$ cat src/rtl/vst_pkg.sv
// ----------------------------------------------------------------------------
// vst_pkg
// Shared types, widths, register codes and the quarter-wave sine table for
// the vibrato sine tone generator.
// ----------------------------------------------------------------------------
`default_nettype none

package vst_pkg;

	// sizing
	localparam int SINE_ADDR_BITS = 10;
	localparam int PHASE_BITS     = 32;
	localparam int SAMPLE_BITS    = 16;

	localparam int HALF_N    = 1 << (SINE_ADDR_BITS - 1);
	localparam int QUARTER_N = 1 << (SINE_ADDR_BITS - 2);

	// field and register widths
	localparam int STEP_W  = 32;
	localparam int SWING_W = 31;
	localparam int AMP_W   = 15;
	localparam int MAG_W   = 15;
	localparam int DATA_W  = 32;
	localparam int PADDR_W = 4;
	localparam int SAT_W   = SAMPLE_BITS + MAG_W + 1;

	// register reset values
	localparam logic [STEP_W-1:0]  BASE_STEP_RST  = 32'd88583700;
	localparam logic [SWING_W-1:0] SWING_STEP_RST = 31'd24159191;
	localparam logic [STEP_W-1:0]  LFO_STEP_RST   = 32'd93952;
	localparam logic [AMP_W-1:0]   AMPLITUDE_RST  = 15'd5000;

	// register index codes (paddr[3:2])
	typedef enum logic [1:0] {
		REG_BASE_STEP  = 2'd0,
		REG_SWING_STEP = 2'd1,
		REG_LFO_STEP   = 2'd2,
		REG_AMPLITUDE  = 2'd3
	} reg_idx_t;

	// configuration bundle
	typedef struct packed {
		logic [STEP_W-1:0]  base_step;
		logic [SWING_W-1:0] swing_step;
		logic [STEP_W-1:0]  lfo_step;
		logic [AMP_W-1:0]   amplitude;
	} cfg_t;

	// sine value in sign / magnitude form
	typedef struct packed {
		logic             neg;
		logic [MAG_W-1:0] mag;
	} sine_t;

	// quarter-wave magnitude, Q30 Taylor series in Horner form, rounded to Q15
	function automatic logic [MAG_W-1:0] sine_q15_mag(input int unsigned q);
		logic [63:0] x;
		logic [63:0] x2;
		logic [63:0] t;
		logic [63:0] s;
		logic [63:0] one;
		one = 64'd1 << 30;
		x   = (64'(q) * 64'd1686629713) >> (SINE_ADDR_BITS - 2);
		x2  = (x * x) >> 30;
		t   = one - x2 / 64'd72;
		t   = one - ((x2 * t) >> 30) / 64'd42;
		t   = one - ((x2 * t) >> 30) / 64'd20;
		t   = one - ((x2 * t) >> 30) / 64'd6;
		s   = (x * t) >> 30;
		s   = (s + 64'd16384) >> 15;
		if (s > 64'd32767)
			s = 64'd32767;
		return s[MAG_W-1:0];
	endfunction

	typedef logic [MAG_W-1:0] qtab_t [QUARTER_N];

	function automatic qtab_t build_qtab();
		qtab_t tab;
		for (int i = 0; i < QUARTER_N; i++)
			tab[i] = sine_q15_mag(i);
		return tab;
	endfunction

	// table covers the quarter below the peak, the peak is a constant of its own
	localparam qtab_t            QUARTER_TAB = build_qtab();
	localparam logic [MAG_W-1:0] SINE_PEAK   = sine_q15_mag(QUARTER_N);

endpackage

`default_nettype wire

$ cat src/rtl/vibrato_sine_tone_generator.sv
// ----------------------------------------------------------------------------
// vibrato_sine_tone_generator
// Direct digital synthesis sine tone with LFO vibrato: one signed sample per
// accepted word, amplitude times the sine of the tone phase.
// ----------------------------------------------------------------------------
//  channel | direction | handshake           | payload
//  --------+-----------+---------------------+---------------------------
//  in      | to block  | in_valid / in_stall | restart
//  out     | from block| out_valid / out_stall | sample (signed 16)
//  config  | to block  | psel/penable/pready | paddr, pwdata, prdata
//
//  One word per cycle sustained while out_stall is low; each sample passes the
//  input register, then the result register, after its word is accepted.
//  The tone/LFO phase update is a registered feedback loop: registered LFO sine,
//  one 31x15 multiply and two adds back into the tone phase register.
//  out_stall holds the result register and stalls the input only when both
//  stages are full. Reset clears the phases and restores register defaults.
// ----------------------------------------------------------------------------
`default_nettype none

module vibrato_sine_tone_generator
	import vst_pkg::*;
(
	input  wire logic                     clk,
	input  wire logic                     arst_n,
	input  wire logic                     in_valid,
	output logic                          in_stall,
	input  wire logic                     restart,
	output logic                          out_valid,
	input  wire logic                     out_stall,
	output logic signed [SAMPLE_BITS-1:0] sample,
	input  wire logic                     psel,
	input  wire logic                     penable,
	input  wire logic                     pwrite,
	input  wire logic     [PADDR_W-1:0]   paddr,
	input  wire logic     [DATA_W-1:0]    pwdata,
	output logic          [DATA_W-1:0]    prdata,
	output logic                          pready
);

	cfg_t                      cfg;
	logic                      accept;
	logic [SINE_ADDR_BITS-1:0] tone_addr;

	assign pready = 1'b1;

	// configuration registers
	vst_apb_regs u_regs (
		.clk     (clk),
		.arst_n  (arst_n),
		.psel    (psel),
		.penable (penable),
		.pwrite  (pwrite),
		.paddr   (paddr),
		.pwdata  (pwdata),
		.prdata  (prdata),
		.cfg     (cfg)
	);

	// phase accumulators
	vst_phase_acc u_phase (
		.clk       (clk),
		.arst_n    (arst_n),
		.accept    (accept),
		.restart   (restart),
		.cfg       (cfg),
		.tone_addr (tone_addr)
	);

	// sample pipeline and handshake
	vst_sample_stage u_sample (
		.clk       (clk),
		.arst_n    (arst_n),
		.in_valid  (in_valid),
		.in_stall  (in_stall),
		.accept    (accept),
		.tone_addr (tone_addr),
		.amplitude (cfg.amplitude),
		.out_valid (out_valid),
		.out_stall (out_stall),
		.sample    (sample)
	);

endmodule

`default_nettype wire

$ cat src/rtl/vst_sine_lookup.sv
// ----------------------------------------------------------------------------
// vst_sine_lookup
// Folds a full-turn sine address onto the quarter-wave table and returns the
// sine as sign and magnitude.
// ----------------------------------------------------------------------------
`default_nettype none

module vst_sine_lookup
	import vst_pkg::*;
(
	input  wire logic [SINE_ADDR_BITS-1:0] addr,
	output sine_t                          sine
);

	logic [SINE_ADDR_BITS-2:0] h;
	logic [SINE_ADDR_BITS-1:0] mirror;
	logic [SINE_ADDR_BITS-2:0] q;
	logic                      peak;

	// fold the second quarter of each half back onto the first
	assign h      = addr[SINE_ADDR_BITS-2:0];
	assign mirror = SINE_ADDR_BITS'(HALF_N) - {1'b0, h};
	assign q      = (h <= (SINE_ADDR_BITS-1)'(QUARTER_N)) ? h : mirror[SINE_ADDR_BITS-2:0];
	assign peak   = (q == (SINE_ADDR_BITS-1)'(QUARTER_N));

	// second half of the turn is negative
	assign sine.neg = addr[SINE_ADDR_BITS-1];
	assign sine.mag = peak ? SINE_PEAK : QUARTER_TAB[q[SINE_ADDR_BITS-3:0]];

endmodule

`default_nettype wire

$ cat src/rtl/vst_apb_regs.sv
// ----------------------------------------------------------------------------
// vst_apb_regs
// APB-style configuration registers: base step, swing step, LFO step and
// amplitude.
// ----------------------------------------------------------------------------
`default_nettype none

module vst_apb_regs
	import vst_pkg::*;
(
	input  wire logic               clk,
	input  wire logic               arst_n,
	input  wire logic               psel,
	input  wire logic               penable,
	input  wire logic               pwrite,
	input  wire logic [PADDR_W-1:0] paddr,
	input  wire logic [DATA_W-1:0]  pwdata,
	output logic      [DATA_W-1:0]  prdata,
	output cfg_t                    cfg
);

	logic [STEP_W-1:0]  base_step_q;
	logic [SWING_W-1:0] swing_step_q;
	logic [STEP_W-1:0]  lfo_step_q;
	logic [AMP_W-1:0]   amplitude_q;
	logic               wr_en;
	reg_idx_t           idx;

	assign wr_en = psel && penable && pwrite;
	assign idx   = reg_idx_t'(paddr[PADDR_W-1:2]);

	// register writes in the access phase
	always_ff @(posedge clk or negedge arst_n) begin
		if (!arst_n) begin
			base_step_q  <= BASE_STEP_RST;
			swing_step_q <= SWING_STEP_RST;
			lfo_step_q   <= LFO_STEP_RST;
			amplitude_q  <= AMPLITUDE_RST;
		end else if (wr_en) begin
			unique case (idx)
				REG_BASE_STEP:  base_step_q  <= pwdata;
				REG_SWING_STEP: swing_step_q <= pwdata[SWING_W-1:0];
				REG_LFO_STEP:   lfo_step_q   <= pwdata;
				REG_AMPLITUDE:  amplitude_q  <= pwdata[AMP_W-1:0];
				default: ;
			endcase
		end
	end

	// read mux
	always_comb begin
		unique case (idx)
			REG_BASE_STEP:  prdata = base_step_q;
			REG_SWING_STEP: prdata = DATA_W'(swing_step_q);
			REG_LFO_STEP:   prdata = lfo_step_q;
			REG_AMPLITUDE:  prdata = DATA_W'(amplitude_q);
			default:        prdata = '0;
		endcase
	end

	assign cfg.base_step  = base_step_q;
	assign cfg.swing_step = swing_step_q;
	assign cfg.lfo_step   = lfo_step_q;
	assign cfg.amplitude  = amplitude_q;

endmodule

`default_nettype wire

$ cat src/rtl/vst_phase_acc.sv
// ----------------------------------------------------------------------------
// vst_phase_acc
// Tone and LFO phase accumulators. The LFO sine of the current LFO phase is
// kept in a register so the tone step needs only a multiply and two adds.
// ----------------------------------------------------------------------------
`default_nettype none

module vst_phase_acc
	import vst_pkg::*;
(
	input  wire logic                      clk,
	input  wire logic                      arst_n,
	input  wire logic                      accept,
	input  wire logic                      restart,
	input  wire cfg_t                      cfg,
	output logic      [SINE_ADDR_BITS-1:0] tone_addr
);

	localparam int PROD_W = SWING_W + MAG_W;

	logic [PHASE_BITS-1:0] tone_q;
	logic [PHASE_BITS-1:0] lfo_q;
	sine_t                 lfo_sine_q;

	logic [PHASE_BITS-1:0] tone_cur;
	logic [PHASE_BITS-1:0] lfo_cur;
	logic [PHASE_BITS-1:0] lfo_next;
	logic [PHASE_BITS-1:0] tone_next;
	logic [PHASE_BITS-1:0] step;
	logic [PHASE_BITS-1:0] base_ext;
	logic [PHASE_BITS-1:0] dev_ext;
	logic [PROD_W-1:0]     dev_prod;
	logic [SWING_W-1:0]    dev;
	sine_t                 lfo_sine_next;

	// restart zeroes both phases ahead of this word
	assign tone_cur = restart ? '0 : tone_q;
	assign lfo_cur  = restart ? '0 : lfo_q;
	assign tone_addr = tone_cur[PHASE_BITS-1 -: SINE_ADDR_BITS];

	// lfo advance and sine of the new lfo phase
	assign lfo_next = lfo_cur + PHASE_BITS'(cfg.lfo_step);

	vst_sine_lookup u_lfo_sine (
		.addr (lfo_next[PHASE_BITS-1 -: SINE_ADDR_BITS]),
		.sine (lfo_sine_next)
	);

	// step deviation, truncated toward zero; zero phase gives zero sine
	assign dev_prod = PROD_W'(cfg.swing_step) * PROD_W'(lfo_sine_q.mag);
	assign dev      = restart ? '0 : dev_prod[PROD_W-1:MAG_W];
	assign base_ext = PHASE_BITS'(cfg.base_step);
	assign dev_ext  = PHASE_BITS'(dev);
	assign step     = lfo_sine_q.neg ? (base_ext - dev_ext) : (base_ext + dev_ext);
	assign tone_next = tone_cur + step;

	// phase state
	always_ff @(posedge clk or negedge arst_n) begin
		if (!arst_n) begin
			tone_q     <= '0;
			lfo_q      <= '0;
			lfo_sine_q <= '0;
		end else if (accept) begin
			tone_q     <= tone_next;
			lfo_q      <= lfo_next;
			lfo_sine_q <= lfo_sine_next;
		end
	end

endmodule

`default_nettype wire

$ cat src/rtl/vst_sample_stage.sv
// ----------------------------------------------------------------------------
// vst_sample_stage
// Two-register sample path: the tone address is captured on input, then the
// sine is looked up, scaled by the amplitude and saturated into the result.
// ----------------------------------------------------------------------------
`default_nettype none

module vst_sample_stage
	import vst_pkg::*;
(
	input  wire logic                          clk,
	input  wire logic                          arst_n,
	input  wire logic                          in_valid,
	output logic                               in_stall,
	output logic                               accept,
	input  wire logic        [SINE_ADDR_BITS-1:0] tone_addr,
	input  wire logic        [AMP_W-1:0]       amplitude,
	output logic                               out_valid,
	input  wire logic                          out_stall,
	output logic signed      [SAMPLE_BITS-1:0] sample
);

	localparam int AP_W = AMP_W + MAG_W;
	localparam logic [SAT_W-1:0] POS_LIM = SAT_W'((64'd1 << (SAMPLE_BITS - 1)) - 64'd1);
	localparam logic [SAT_W-1:0] NEG_LIM = SAT_W'(64'd1 << (SAMPLE_BITS - 1));

	logic                      vld_s1;
	logic [SINE_ADDR_BITS-1:0] addr_s1;
	logic                      vld_s2;
	logic [SAMPLE_BITS-1:0]    sample_s2;

	logic                      adv_s1;
	logic                      adv_s2;
	sine_t                     tone_sine;
	logic [AP_W-1:0]           amp_prod;
	logic [SAT_W-1:0]          mag_w;
	logic [SAT_W-1:0]          mag_sat;
	logic [SAMPLE_BITS-1:0]    sample_d;

	// flow control: a stage moves when the one after it can take a word
	assign adv_s2   = !vld_s2 || !out_stall;
	assign adv_s1   = !vld_s1 || adv_s2;
	assign in_stall = !adv_s1;
	assign accept   = in_valid && adv_s1;

	// tone sine and amplitude scaling, truncated toward zero
	vst_sine_lookup u_tone_sine (
		.addr (addr_s1),
		.sine (tone_sine)
	);

	assign amp_prod = AP_W'(amplitude) * AP_W'(tone_sine.mag);
	assign mag_w    = SAT_W'(amp_prod[AP_W-1:MAG_W]);

	// saturate to the sample range, then apply the sign
	always_comb begin
		mag_sat = mag_w;
		if (tone_sine.neg) begin
			if (mag_w > NEG_LIM)
				mag_sat = NEG_LIM;
		end else begin
			if (mag_w > POS_LIM)
				mag_sat = POS_LIM;
		end
		sample_d = tone_sine.neg ? -mag_sat[SAMPLE_BITS-1:0] : mag_sat[SAMPLE_BITS-1:0];
	end

	// valid bits
	always_ff @(posedge clk or negedge arst_n) begin
		if (!arst_n) begin
			vld_s1 <= 1'b0;
			vld_s2 <= 1'b0;
		end else begin
			if (adv_s1)
				vld_s1 <= in_valid;
			if (adv_s2)
				vld_s2 <= vld_s1;
		end
	end

	// payload
	always_ff @(posedge clk) begin
		if (accept)
			addr_s1 <= tone_addr;
		if (adv_s2 && vld_s1)
			sample_s2 <= sample_d;
	end

	assign out_valid = vld_s2;
	assign sample    = sample_s2;

endmodule

`default_nettype wire

$ cat config.mk
export PLATFORM = sky130hd
export DESIGN_NAME = vibrato_sine_tone_generator
export DESIGN_NICKNAME = d
export VERILOG_FILES = /design/src/rtl/vst_pkg.sv /design/src/rtl/vibrato_sine_tone_generator.sv /design/src/rtl/vst_sine_lookup.sv /design/src/rtl/vst_apb_regs.sv /design/src/rtl/vst_phase_acc.sv /design/src/rtl/vst_sample_stage.sv
export SDC_FILE = /design/constraint.sdc
export NUM_CORES = 2
export LEC_CHECK = 0
export ABC_AREA = 1
export BUFFER_PORTS_ARGS = -buffer_cell sky130_fd_sc_hd__buf_4
export CORE_MARGIN = 1.5
export CORE_UTILIZATION = 61
export CTS_CLUSTER_DIAMETER = 50
export CTS_CLUSTER_SIZE = 30
export DETAILED_ROUTE_END_ITERATION = 10
export HOLD_SLACK_MARGIN = 0.05
export PLACE_DENSITY_LB_ADDON = 0.15
export SLEW_MARGIN = 20
export SYNTH_ARGS = -nofsm -noshare
export SYNTH_HDL_FRONTEND = slang
export SYNTH_SLANG_ARGS = --single-unit
$ cat constraint.sdc
create_clock -name clk -period 14.8 [get_ports clk]
set_input_delay 0.74 -clock clk [delete_from_list [all_inputs] [get_ports clk]]
set_output_delay 0.74 -clock clk [all_outputs]
set_load 0.01 [all_outputs]
After elaboration in Yosys (flattened, before gate mapping)

Memory sizes are Yosys's and may differ from the RTL's.
Cells that the tools add are included.
Widths: inputs -> output; s select.

Output and inout bits: 51
Input port bits: 44
Memory bits (read-only): 7,680
Memories kept: 2
Register bits: 218
Logic and storage cells: 68

Memories:

| memory          | words | width | read ports | clocked after memory_dff | write ports | line                  | text |
|---|---|---|---|---|---|---|---|
| (no name shown) | 256   | 15    | 1          | 0                        | 0           | vst_sine_lookup.sv:28 | `assign sine.mag = peak ? SINE_PEAK : QUARTER_TAB[q[SINE_ADDR_BITS-3:0]];` |
| (no name shown) | 256   | 15    | 1          | 0                        | 0           | vst_sine_lookup.sv:28 |  |

Reductions and logical operators: 15
Order comparisons: 6
Equality and inequality tests: 5
Add/sub/neg operators: 7
Mux-type cells: 17
Bitwise operators: 2
Multiply operators: 2

Operator list:

| cell                 | number |
|---|---|
| $pmux 32 s4          | 1 |
| $mux 15              | 7 |
| $mux 32              | 3 |
| $add 32x32->32       | 2 |
| $mux 16              | 3 |
| $mul 31x15->46       | 1 |
| $add 32x31->32       | 1 |
| $sub 32x31->32       | 1 |
| $mux 31              | 1 |
| $mul 15x15->30       | 1 |
| $eq 9x9->1 const B   | 2 |
| $ge 9x9->1 const B   | 2 |
| $le 9x9->1 const B   | 2 |
| $mux 9               | 2 |
| $not 8->9            | 2 |
| $sub 1x9->9 const A  | 2 |
| $gt 15x16->1 const B | 1 |
| $neg 16->16          | 1 |
| $gt 15x15->1 const B | 1 |
| $reduce_and 2->1     | 4 |
| $eq 2x2->1 const B   | 2 |
| $logic_and 1x1->1    | 4 |
| $logic_not 1->1      | 4 |
| $eq 2x1->1 const B   | 1 |
| other kinds (2)      | 3 |

Logic depth before layout (Yosys ltp)

Depth in word-level cells: 13
Gate-level depth with buffers: 62
Mapped depth without buffers: 60

Cells and area by module

From an unflattened synthesis, not the netlist that was laid out.

Cells, all modules: 7,354
Area total of the unflattened synthesis: 47,740.8 um^2

By module, submodules not included:

| module                      | times used | cells each | area an instance (um^2) | seq. area each (um^2) |
|---|---|---|---|---|
| vst_phase_acc               | 1          | 3,635      | 24,811.3                | 2,001.9 |
| vst_sample_stage            | 1          | 1,294      | 9,440.3                 | 830.8 |
| vst_sine_lookup             | 2          | 892        | 4,147.7                 | 0.0 |
| vst_apb_regs                | 1          | 639        | 5,182.5                 | 2,801.4 |
| vibrato_sine_tone_generator | 1          | 2          | 11.3                    | 0.0 |

Least setup slack after synthesis

No wires, ideal clock.

Kind: register to register
Start point: register u_regs.swing_step_q[7]
End point: register u_phase.tone_q[31]
Clock period less this slack: 9.698 ns
Setup slack: 5.102 ns
Buffers on the path: 2
Setup time: 0.120 ns
Required time: 14.680 ns
Data arrival time: 9.578 ns
Stages on the path, launching flop included: 54
Path through: dfstp_2 > clkbuf_1 > clkbuf_1 > nand2_1 > fa_1 > inv_1 > fa_1 > inv_1 > fa_1 > inv_1 > fa_1 > fa_1 > inv_1 > fa_1 > inv_1 > ha_1 > a21oi_1 > inv_1 > [... 18 more ...] > ha_1 > nand2_1 > nor2_1 > a211oi_1 > nand2_1 > a21oi_1 > o21bai_1 > a21oi_1 > o31ai_1 > nand2_1 > nand2_1 > nand2_1 > nand2_1 > nand3_1 > nand2_1 > nand3_1 > nand3_1 > nand2_1

Longest elaborated chain between the ends: 5
Elaborated cells on any way between the ends: 6
Classes of those cells: add/sub (3); mul (1); mux (2)

RTL lines:

| what                                                    | line                | text |
|---|---|---|
| start, declared                                         | vst_apb_regs.sv:23  | `logic [SWING_W-1:0] swing_step_q;` |
| start signal, assigned                                  | vst_apb_regs.sv:42  | `REG_SWING_STEP: swing_step_q <= pwdata[SWING_W-1:0];` |
| $mul 31x15->46 (*)                                      | vst_phase_acc.sv:50 | `assign dev_prod = PROD_W'(cfg.swing_step) * PROD_W'(lfo_sine_q.mag);` |
| $mux 31 (*)                                             | vst_phase_acc.sv:51 | `assign dev = restart ? '0 : dev_prod[PROD_W-1:MAG_W];` |
| $add 32x31->32 / $sub 32x31->32 (equally long branches) | vst_phase_acc.sv:54 | `assign step = lfo_sine_q.neg ? (base_ext - dev_ext) : (base_ext + dev_ext);` |
| $mux 32 (*)                                             | vst_phase_acc.sv:54 |  |
| $add 32x32->32 (*)                                      | vst_phase_acc.sv:55 | `assign tone_next = tone_cur + step;` |
| end signal, assigned                                    | vst_phase_acc.sv:64 | `tone_q <= tone_next;` |
| end, declared                                           | vst_phase_acc.sv:21 | `logic [PHASE_BITS-1:0] tone_q;` |

Every way passes the cells marked *; elsewhere a longest branch is shown, timed or not.
A chain may end at the register's enable or synchronous reset.

Worst setup path after layout

Start point: register u_phase.lfo_sine_q[6] (netlist name)
End point: register u_phase.tone_q[31]

Longest elaborated chain between the ends: 5
Elaborated cells on any way between the ends: 6
Classes of those cells: add/sub (3); mul (1); mux (2)

RTL lines:

| what                                                    | line                | text |
|---|---|---|
| start, declared                                         | vst_phase_acc.sv:23 | `sine_t lfo_sine_q;` |
| start signal, assigned                                  | vst_phase_acc.sv:66 | `lfo_sine_q <= lfo_sine_next;` |
| $mul 31x15->46 (*)                                      | vst_phase_acc.sv:50 |  |
| $mux 31 (*)                                             | vst_phase_acc.sv:51 |  |
| $add 32x31->32 / $sub 32x31->32 (equally long branches) | vst_phase_acc.sv:54 |  |
| $mux 32 (*)                                             | vst_phase_acc.sv:54 |  |
| $add 32x32->32 (*)                                      | vst_phase_acc.sv:55 |  |

Marks and branches as above.

==> metrics.md <==
| Metric | Value |
|---|---|
| Outcome | `completed` |
| Final number of setup-violating endpoints | `0` |
| Number of antenna violations at the first check in global routing | `8` |
| Gp weighted congestion | `1.09` |
| Max stage delay cell, worst path | `sky130_fd_sc_hd__dfrtp_1` |
| TritonCTS clock tree | `built` |
| Clock tree root driver cell | `sky130_fd_sc_hd__clkbuf_16` |
| Number of port buffers | `91` |
| Worst min-delay path class | `input pin to asynchronous set/reset pin` |
| Endpoint type of the worst setup path | `register` |
| Final Skew | `0.0412 ns` |
| Family with the most delay on the worst path | `adder cells` |
| Post-CTS resize count | `0` |
| Maximum clock rate | `0.0868 GHz` |
| Largest net degree at the start of global routing | `116` |
| Number of placed I/O pins | `95` |
| Gr ovfl total | `0` |
| Area used by multi-input combinational logic | `32600 um2` |
| Post-synthesis net count | `7357` |
| Leading cell types in the layout, fill and taps excluded | `sky130_fd_sc_hd__nand2_1, sky130_fd_sc_hd__inv_1, sky130_fd_sc_hd__fa_1` |
| Floorplan die width | `272 um` |
| Effective utilization at floorplan | `0.616` |
| Area share of the leading cell type in the synthesized netlist | `0.246` |
| Cell variety after synth | `72` |
| Net count reported at finish | `7265` |
| Primary FF master, synth | `sky130_fd_sc_hd__dfrtp_1` |
| Post-detailed-route via-to-cell ratio | `6.07` |
| Min Tclk post-route | `11.52 ns` |
| Clock transition at path regs | `0.09 ns` |
| Setup Buffers After CTS | `0` |
| Highest net fanout along the worst path | `24` |
| Share of cells above drive strength 1 | `0.0551` |
| Ys async rst share | `0.880` |
| Sequential cell area in the final layout | `5610 um2` |
| Final HPWL from detailed placement | `127000 um` |
| Number of placement rows | `98` |
| Per-instance average area after synthesis | `6.85 um2` |
| Full die area | `74000 um2` |
| Top cells by area, synth | `sky130_fd_sc_hd__fa_1, sky130_fd_sc_hd__nand2_1, sky130_fd_sc_hd__inv_1` |
| Number of clock buffers inserted by TritonCTS | `31` |
| Max transition margin | `0.207` |
| Violation count after the first detailed-routing iteration | `4831` |
| Residual DRC count | `0` |
| Quantity of hold-fixing buffers added after cts | `0` |
| CP Data Required Time | `15.34 ns` |
| Final-layout fill cell count | `6074` |
| Flip-flop and latch count after synthesis | `217` |
| Final Max Slew Viols | `0` |
| Commonest non-fill, non-tap cell in the layout | `sky130_fd_sc_hd__nand2_1` |
| Global-route wire length before repair | `257000 um` |
| Start-to-end type of the worst setup path | `register to register` |
| Total length of routed wires | `167000 um` |
| Clock Sinks | `217` |
| Number of iterations in the first detailed-routing pass | `8` |
| Synth warnings | `0` |
| Number of failing hold endpoints at the final stage | `0` |
| Most area-hungry cell type in the Yosys netlist | `sky130_fd_sc_hd__fa_1` |
| Wire per inst | `22.8 um` |
| Worst Setup Start Kind | `register` |
| Synthesis-to-finish area growth | `5.53%` |
| Post-route ant nets | `0` |
| CP max stage delay | `0.57 ns` |
| DR vias | `44492` |
| Period utilization | `0.778` |
| RSZ-0062 raised after global routing | `no` |
| Clock tree buffer depth | `3` |
| Global router's overall resource usage | `0.454` |
| Post-Synthesis Cells | `6440` |
| Sequential share of the synthesized area | `0.127` |
| CP bufs+invs | `9` |
| Slew of the pin with the lowest slew margin | `1.19 ns` |
| Post-synth EDFFs | `26` |
| CTS H-Tree Depth | `1` |
| Vertical die dimension | `272 um` |
| Worst skew pair latency | `0.65 ns` |
| Cell seen most often among critical-path stages | `sky130_fd_sc_hd__nand2_1` |
| Max-capacitance violation count | `0` |
| Accumulated negative setup slack | `0 ns` |
| Arrival @ worst endpoint | `12.05 ns` |
| Number of global-route vias before repair | `44487` |
| Total standard cell area after synthesis | `44100 um2` |
| Core Area | `71600 um2` |
==> worst paths after layout <==
path,start,endpoint,slack [ns],depth (start not counted)
hold reg to reg,u_sample.vld_s1,u_sample.out_valid,0.48,2
setup reg to reg,u_phase.lfo_sine_q[6],u_phase.tone_q[31],3.28,52
setup / recovery,u_phase.lfo_sine_q[6],u_phase.tone_q[31],3.28,52
max in group asynchronous,arst_n,u_phase.lfo_q[13],13.33,2
min in group clk,out_stall,u_sample.out_valid,0.36,3
hold / removal,arst_n,u_regs.base_step_q[27],0.21,1
==> flip-flops by register name, indices dropped and copies added (netlist names) <==
register and flops:
u_phase.lfo_q 31, u_phase.tone_q 32, u_regs.amplitude_q 15, u_regs.base_step_q 32
u_sample.vld_s1 1, u_phase.lfo_sine_q 16, u_regs.swing_step_q 31, u_sample.out_valid 1
u_sample.addr_s1 10, u_sample.sample 16, u_regs.lfo_step_q 32
==> metrics by stage <==
| stage | cell area (um2) | utilization | setup slack, ns | hold slack, ns | std cells |
|---|---|---|---|---|---|
| 2_1_floorplan | 44100 | - | 5.10 | 0.433 | 6440 |
| 3_3_place_gp | 45400 | 0.634 | 3.85 | 0.453 | 7264 |
| 3_5_place_dp | 45400 | 0.634 | 3.52 | 0.464 | 7264 |
| 4_1_cts | 46500 | 0.650 | 3.50 | 0.238 | 7322 |
| 5_1_grt | 46600 | 0.650 | 2.59 | 0.278 | 7323 |
| 6_report | 46600 | 0.650 | 3.28 | 0.206 | 7328 |
==> logic make-up after synthesis <==
| logic type | after synthesis | share of synthesized area |
|---|---|---|
| buf+inv | 1561 | 0.135 |
| flops | 217 | 0.127 |
| compound gates | 913 | 0.118 |
| simple gates | 2737 | 0.252 |
| fa+ha+maj | 873 | 0.340 |
| xor+xnor | 138 | 0.0282 |
| other cells | 1 | 0.0000850 |
==> metal layers <==
metal / GRT usage / routed length (um) / part of all wire / up-vias
li1: - / - / - / 19691
met1: 0.570 / 60900 / 0.36 / 21186
met2: 0.690 / 71800 / 0.43 / 2904
met3: 0.125 / 21200 / 0.13 / 703
met4: 0.294 / 13100 / 0.079 / 8
met5: 0 / 58 / 0.00035 / -
==> cell usage after synthesis, types with 4 or more instances <==
cell,n
sky130_fd_sc_hd__a211oi_1,13
sky130_fd_sc_hd__a21o_1,19
sky130_fd_sc_hd__a21oi_1,300
sky130_fd_sc_hd__a221oi_1,5
sky130_fd_sc_hd__a311oi_1,6
sky130_fd_sc_hd__a31oi_1,41
sky130_fd_sc_hd__buf_1,9
sky130_fd_sc_hd__buf_2,35
sky130_fd_sc_hd__buf_4,11
sky130_fd_sc_hd__clkbuf_1,216
sky130_fd_sc_hd__clkinv_1,6
sky130_fd_sc_hd__dfrtp_1,152
sky130_fd_sc_hd__dfstp_2,39
sky130_fd_sc_hd__edfxtp_1,26
sky130_fd_sc_hd__fa_1,543
sky130_fd_sc_hd__ha_1,330
sky130_fd_sc_hd__inv_1,1269
sky130_fd_sc_hd__inv_2,11
sky130_fd_sc_hd__nand2_1,1788
sky130_fd_sc_hd__nand2_2,24
sky130_fd_sc_hd__nand3_1,304
sky130_fd_sc_hd__nand3_2,8
sky130_fd_sc_hd__nand3b_1,12
sky130_fd_sc_hd__nand4_1,43
sky130_fd_sc_hd__nor2_1,472
sky130_fd_sc_hd__nor2_2,13
sky130_fd_sc_hd__nor3_1,36
sky130_fd_sc_hd__nor4_1,11
sky130_fd_sc_hd__o2111ai_1,26
sky130_fd_sc_hd__o211ai_1,35
sky130_fd_sc_hd__o21a_1,7
sky130_fd_sc_hd__o21ai_0,370
sky130_fd_sc_hd__o21ai_1,15
sky130_fd_sc_hd__o21ai_2,4
sky130_fd_sc_hd__o21bai_1,13
sky130_fd_sc_hd__o221ai_1,8
sky130_fd_sc_hd__o22ai_1,11
sky130_fd_sc_hd__o311ai_0,4
sky130_fd_sc_hd__o31ai_1,11
sky130_fd_sc_hd__or2_2,13
sky130_fd_sc_hd__xnor2_1,47
sky130_fd_sc_hd__xor2_1,86
sky130_fd_sc_hd__xor2_2,4
==> final cells by class <==
type,instances,share of cell area
Multi-Input combinational cell,4662,0.701
Sequential cell,217,0.120
Inverter,1287,0.104
Tap cell,950,0.0255
Timing Repair Buffer,149,0.0247
Clock buffer,32,0.0167
Clock inverter,26,0.00763
Antenna cell,5,0.000269
Power is left out: the tool's default activity adds up to more than one toggle a clock period on the data nets, which glitch-free logic cannot reach.
